<file path="config.mk">
export PLATFORM = sky130hd
export DESIGN_NAME = dmwsc_ctrl
export DESIGN_NICKNAME = d
export VERILOG_FILES = /design/src/rtl/dmwsc_pkg.sv /design/src/rtl/dmwsc_ctrl.sv
export SDC_FILE = /design/constraint.sdc
export NUM_CORES = 1
export LEC_CHECK = 0
export BUFFER_PORTS_ARGS = -buffer_cell sky130_fd_sc_hd__buf_2
export CAP_MARGIN = 30
export CORE_MARGIN = 2
export CORE_UTILIZATION = 50
export CTS_BUF_LIST = sky130_fd_sc_hd__clkbuf_8
export DETAILED_ROUTE_END_ITERATION = 8
export PLACE_DENSITY = 0.82
export REMOVE_ABC_BUFFERS = 1
export SYNTH_ARGS = -nofsm -noshare
export SYNTH_HDL_FRONTEND = slang
export SYNTH_SLANG_ARGS = --single-unit
</file>
<file path="constraint.sdc">
create_clock -name clk -period 2.7 [get_ports clk]
set_input_delay 0.27 -clock clk [delete_from_list [all_inputs] [get_ports clk]]
set_output_delay 0.27 -clock clk [all_outputs]
set_load 0.005 [all_outputs]
</file>
<file path="src/rtl/dmwsc_pkg.sv">
// Shared types and codes for the direct-mapped write-back sector cache directory.
package dmwsc_pkg;

	localparam logic [2:0] OP_READ    = 3'd0;
	localparam logic [2:0] OP_WRITE   = 3'd1;
	localparam logic [2:0] OP_META    = 3'd2;
	localparam logic [2:0] OP_FLUSH   = 3'd3;
	localparam logic [2:0] OP_DISCARD = 3'd4;

	localparam logic [1:0] KIND_LOC  = 2'd0;
	localparam logic [1:0] KIND_WB   = 2'd1;
	localparam logic [1:0] KIND_FILL = 2'd2;
	localparam logic [1:0] KIND_DONE = 2'd3;

	localparam logic [1:0] ADDR_SLOT = 2'd0;
	localparam logic [1:0] ADDR_PTR  = 2'd1;
	localparam logic [1:0] ADDR_CNT  = 2'd2;

	localparam logic [1:0] WR_ACCESS  = 2'd0;
	localparam logic [1:0] WR_FLUSH   = 2'd1;
	localparam logic [1:0] WR_DISCARD = 2'd2;
	localparam logic [1:0] WR_ZERO    = 2'd3;

	localparam logic [2:0] OUT_LOC        = 3'd0;
	localparam logic [2:0] OUT_VICTIM     = 3'd1;
	localparam logic [2:0] OUT_FILL       = 3'd2;
	localparam logic [2:0] OUT_FLUSH_WB   = 3'd3;
	localparam logic [2:0] OUT_FLUSH_DONE = 3'd4;
	localparam logic [2:0] OUT_DONE       = 3'd5;

	localparam logic [13:0] TOTAL_MAX = 14'd16383;

	typedef struct packed {
		logic [2:0]  opcode;
		logic [31:0] lba;
		logic [31:0] range_start;
		logic [31:0] range_end;
		logic        flush_meta;
	} req_item_t;

	typedef struct packed {
		logic [1:0]  kind;
		logic [31:0] block_lba;
		logic [3:0]  sector_count;
		logic [9:0]  slot_index;
		logic [21:0] buffer_offset;
		logic [13:0] flushed_sectors;
		logic        last;
	} rsp_item_t;

	typedef struct packed {
		logic       capture;
		logic [1:0] addr_sel;
		logic       wr_en;
		logic [1:0] wr_sel;
		logic       ptr_inc;
		logic       flush_hit;
		logic       flush_end;
		logic       cnt_inc;
		logic       out_load;
		logic [2:0] out_sel;
		logic       out_last;
	} dp_cmd_t;

	typedef struct packed {
		logic [2:0] op;
		logic       hit;
		logic       victim_dirty;
		logic       match;
		logic       ptr_end;
		logic       cnt_last;
		logic       out_free;
	} dp_stat_t;

endpackage

</file>
<file path="src/rtl/dmwsc_ctrl.sv">
// Controller state machine sequencing accesses, flush steps, discard and the clearing pass.
module dmwsc_ctrl
	import dmwsc_pkg::*;
(
	input  logic     clk,
	input  logic     arst_n,
	input  logic     req_valid,
	output logic     busy,
	input  dp_stat_t stat,
	output dp_cmd_t  cmd
);

	localparam logic [3:0] S_CLR   = 4'd0;
	localparam logic [3:0] S_IDLE  = 4'd1;
	localparam logic [3:0] S_DISP  = 4'd2;
	localparam logic [3:0] S_A_RD  = 4'd3;
	localparam logic [3:0] S_A_CHK = 4'd4;
	localparam logic [3:0] S_A_FIL = 4'd5;
	localparam logic [3:0] S_A_LOC = 4'd6;
	localparam logic [3:0] S_F_RD  = 4'd7;
	localparam logic [3:0] S_F_CHK = 4'd8;
	localparam logic [3:0] S_D_RD  = 4'd9;
	localparam logic [3:0] S_D_WR  = 4'd10;
	localparam logic [3:0] S_DONE  = 4'd11;

	logic [3:0] state_q, state_d;

	always_ff @(posedge clk or negedge arst_n) begin
		if (!arst_n) begin
			state_q <= S_CLR;
		end else begin
			state_q <= state_d;
		end
	end

	assign busy = (state_q != S_IDLE);

	always_comb begin
		cmd     = '0;
		state_d = state_q;
		case (state_q)
			S_CLR: begin
				cmd.addr_sel = ADDR_CNT;
				cmd.wr_en    = 1'b1;
				cmd.wr_sel   = WR_ZERO;
				cmd.cnt_inc  = 1'b1;
				if (stat.cnt_last) begin
					state_d = S_IDLE;
				end
			end
			S_IDLE: begin
				if (req_valid) begin
					cmd.capture = 1'b1;
					state_d     = S_DISP;
				end
			end
			S_DISP: begin
				if (stat.op == OP_READ || stat.op == OP_WRITE || stat.op == OP_META) begin
					state_d = S_A_RD;
				end else if (stat.op == OP_FLUSH) begin
					state_d = S_F_RD;
				end else if (stat.op == OP_DISCARD) begin
					state_d = S_D_RD;
				end else begin
					state_d = S_DONE;
				end
			end
			S_A_RD: begin
				cmd.addr_sel = ADDR_SLOT;
				state_d      = S_A_CHK;
			end
			S_A_CHK: begin
				cmd.addr_sel = ADDR_SLOT;
				if (stat.out_free) begin
					cmd.wr_en    = 1'b1;
					cmd.wr_sel   = WR_ACCESS;
					cmd.out_load = 1'b1;
					if (stat.hit) begin
						cmd.out_sel  = OUT_LOC;
						cmd.out_last = 1'b1;
						state_d      = S_IDLE;
					end else if (stat.victim_dirty) begin
						cmd.out_sel = OUT_VICTIM;
						state_d     = S_A_FIL;
					end else begin
						cmd.out_sel = OUT_FILL;
						state_d     = S_A_LOC;
					end
				end
			end
			S_A_FIL: begin
				if (stat.out_free) begin
					cmd.out_load = 1'b1;
					cmd.out_sel  = OUT_FILL;
					state_d      = S_A_LOC;
				end
			end
			S_A_LOC: begin
				if (stat.out_free) begin
					cmd.out_load = 1'b1;
					cmd.out_sel  = OUT_LOC;
					cmd.out_last = 1'b1;
					state_d      = S_IDLE;
				end
			end
			S_F_RD: begin
				cmd.addr_sel = ADDR_PTR;
				if (stat.ptr_end) begin
					if (stat.out_free) begin
						cmd.out_load  = 1'b1;
						cmd.out_sel   = OUT_FLUSH_DONE;
						cmd.out_last  = 1'b1;
						cmd.flush_end = 1'b1;
						state_d       = S_IDLE;
					end
				end else begin
					state_d = S_F_CHK;
				end
			end
			S_F_CHK: begin
				cmd.addr_sel = ADDR_PTR;
				if (stat.match) begin
					if (stat.out_free) begin
						cmd.wr_en     = 1'b1;
						cmd.wr_sel    = WR_FLUSH;
						cmd.out_load  = 1'b1;
						cmd.out_sel   = OUT_FLUSH_WB;
						cmd.out_last  = 1'b1;
						cmd.flush_hit = 1'b1;
						state_d       = S_IDLE;
					end
				end else begin
					cmd.ptr_inc = 1'b1;
					state_d     = S_F_RD;
				end
			end
			S_D_RD: begin
				cmd.addr_sel = ADDR_CNT;
				state_d      = S_D_WR;
			end
			S_D_WR: begin
				cmd.addr_sel = ADDR_CNT;
				cmd.wr_en    = 1'b1;
				cmd.wr_sel   = WR_DISCARD;
				cmd.cnt_inc  = 1'b1;
				state_d      = stat.cnt_last ? S_DONE : S_D_RD;
			end
			S_DONE: begin
				if (stat.out_free) begin
					cmd.out_load = 1'b1;
					cmd.out_sel  = OUT_DONE;
					cmd.out_last = 1'b1;
					state_d      = S_IDLE;
				end
			end
			default: begin
				state_d = S_IDLE;
			end
		endcase
	end

endmodule

</file>
==> results.md <==
* Post-synth EDFFs at 0
* Starting Density at 53.5%
* Non-filler cells, final at 138
* Synth top area cells: dfrtp_1 (15%), a21oi_1 (6.6%), nor2_1 (6.6%)
* # H-tree levels at 1
* Hpwl dp at 1340 um
* NumNets Final at 137
* Setup Fix Bufs, Post-CTS at 0
* Post-synthesis sequential area ratio at between 10 and 15%
* Yosys reg bits at 4
* RSZ-0062 raised after global routing: no
* I/O Pins at 28
* Fillcell total at approximately 130
* Post-cts resize count at 0
* Drt total wl at between 1500 and 2000 um
* Worst relative slew slack at roughly half
* Async set-reset flop share out of synthesis at between 90% and 100%
* Critical Path, Cell by Cell: nor2_1 > a21oi_1 > o22ai_1 > and2_1 > buf_2
* CTS tree: yes
* Actual slew at the worst max-slew pin at 0.778 ns
* Via density at roughly 6.0
* MaxCap Viol Count at 0
* Commonest non-fill, non-tap cell in the layout: buf_2
* Initial antenna violation count at 0
* Outcome: finished clean
* Setup TNS at 0 ns
* Die width at 41.1 um
* Largest net degree at the start of global routing at 25
* Largest reg by FF count: state_q
* Pre-antenna DRT Iters at 4
* Area grow syn2layout at 22.4%
* Overall Power at 0.939 mW
* Diode count at 0
* Vias in the first global route at 641
* Count of distinct cell types in the synthesized netlist at 42
* Critical path's slowest cell: dfrtp_1
* Synth warn at 0
* CTS Buffer Depth at 2
* Max VDD drop at 0.660 mV
* GRT overflow at 0
* Top-area cell type share of the netlist area at about 15%
* Gp weighted congestion at about 0.9
* Slew Viols, Final at 0
* Placement Rows at 13
* Hold Crit Class: primary input to asynchronous set/reset pin
* CTS Hold Buffers Added at 1
* First-pass GRT wire length at 2730 um
* Starting DRC count in detailed routing at 22
* Number of buffers created by CTS at 3
* CP max FO at 24
* Clk_lat worst skew at 0.21 ns
* Final hold viol count at 0
* Fin crit period at around 2.1 ns
* Type of origin of the critical path: register
* Synth area leader: dfrtp_1
* Fmax at roughly 480 MHz
* Final Setup Violations at 0
* Syn Inst Count at 100
* Die Footprint at ~1700 sq um
* Area of the core at 1280 sq um
* Worst Skew at between 0.004 and 0.005 ns
* Max reg flops at 4
* Tot GR Track Use at 24.6%
* Leak Pwr at between 0.4 and 0.5 nW
* Antenna viol nets, final at 0
* WL/cell at around 14 um
* DR vias at 833
* Crit Path Category: register to output pin
* Worst path required time at around 2.4 ns
* Share of post-route cells with drive strength above 1 at a little under 30%
* CTS sink cnt at 4
* Regs by FF count: state_q: 4 flops
* Primary FF master, synth: dfrtp_1
* Arr. time, crit path at 1.83 ns
* Most frequent cells in the layout: buf_2 (27), nor2_1 (12), nand2_1 (10)
* Cell Area, Synth at approximately 690 sq um
* CP peak stage delay at 0.84 ns
* Buffers on Ports at 27
* Cells after DPL at around 130
* Worst-path clk slew at approximately 0.030 ns
* Pwr per Cell Area at ~1100 nW/um^2
* Final worst path period share at between 70% and 80%
* Clk Tree Root Cell: clkbuf_8
* Critical path endpoint category: output pin
* Die height at 41.1 um
* Drt drc at 0
* Syn avg cell area at about 7 sq um
worst paths after layout:
kind                                 start          to  slack (ns)  depth (start not counted)
worst min register to register  state_q[3]  state_q[2]        0.88                          3
worst max register to register  state_q[0]  state_q[1]        0.91                          4
max in group asynchronous           arst_n  state_q[0]        2.18                          2
min in group clk                   stat[1]  state_q[0]        0.42                          3
worst min-delay path                arst_n  state_q[2]        0.40                          2
worst max-delay path            state_q[1]     cmd[11]        0.60                          5
routing by layer:
layer / up-vias / global-route usage [%] / routed length [um] / part of all wire, %
met3: 0 / 3.26 / 128 / 6.8
met4: 0 / 10.8 / 0 / 0
met1: 379 / 32.2 / 834 / 44
li1: 413 / - / - / -
met2: 41 / 39.5 / 916 / 49
met5: - / 0 / 0 / 0
layout make-up:
| class | instances | area, sq um | share of cell area [%] |
|---|---|---|---|
| Clock buffer | 3 | 41.3 | 4.91 |
| Inverter | 4 | 15.0 | 1.79 |
| Multi-Input combinational cell | 84 | 520 | 61.9 |
| Sequential cell | 4 | 100 | 11.9 |
| Tap cell | 15 | 18.8 | 2.23 |
| Timing Repair Buffer | 28 | 145 | 17.3 |
report_power, final:
part | leakage [nW] | total, mW | internal (mW) | switching (mW)
Combinational | 0.349 | 0.577 | 0.289 | 0.287
Clock | 0.0216 | 0.123 | 0.0948 | 0.0283
Sequential | 0.0509 | 0.239 | 0.0868 | 0.152
Total | 0.421 | 0.939 | 0.471 | 0.468
cells in the mapped netlist (2+ instances only):
cell	n
a211oi_1	2
a21o_1	3
a21oi_1	9
a22oi_1	2
and2_1	3
and3_1	2
buf_2	4
buf_4	2
dfrtp_1	4
inv_1	3
mux2i_1	2
nand2_1	10
nand2b_1	2
nor2_1	12
nor2b_1	3
nor3_1	6
nor3b_1	2
o21ai_0	2
o21ai_1	4
through the flow:
step | hold WS (ns) | instance area, sq um | util (%) | setup WS [ns]
after floorplan | -0.0256 | 636 | - | 1.13
after global placement | 0.0733 | 790 | 61.4 | 0.886
after detailed placement | 0.0748 | 790 | 61.4 | 0.859
after CTS | 0.388 | 841 | 65.4 | 0.619
after global routing | 0.422 | 841 | 65.4 | 0.462
final | 0.398 | 841 | 65.4 | 0.596
critical path, delay by kind of cell (launching register included):
kind | cells | cell delay (ns)
buffers and inverters | 1 | 0.12
AND/OR/NAND/NOR | 2 | 0.39
flip-flops | 1 | 0.84
AO/OA/AOI/OAI | 2 | 0.28
cell families (layout without fill, tap and decap cells):
kind of cell	count (synthesis)	after routing	synth area share, %
buffers and inverters	12	35	9.65
AOI/OAI and AO/OA	34	34	33.9
and+or+nand+nor	47	47	37.7
xor gates and xnor gates	1	1	1.28
DFF	4	4	14.6
muxes	2	2	2.91
Power figures use the tool's default switching activity.
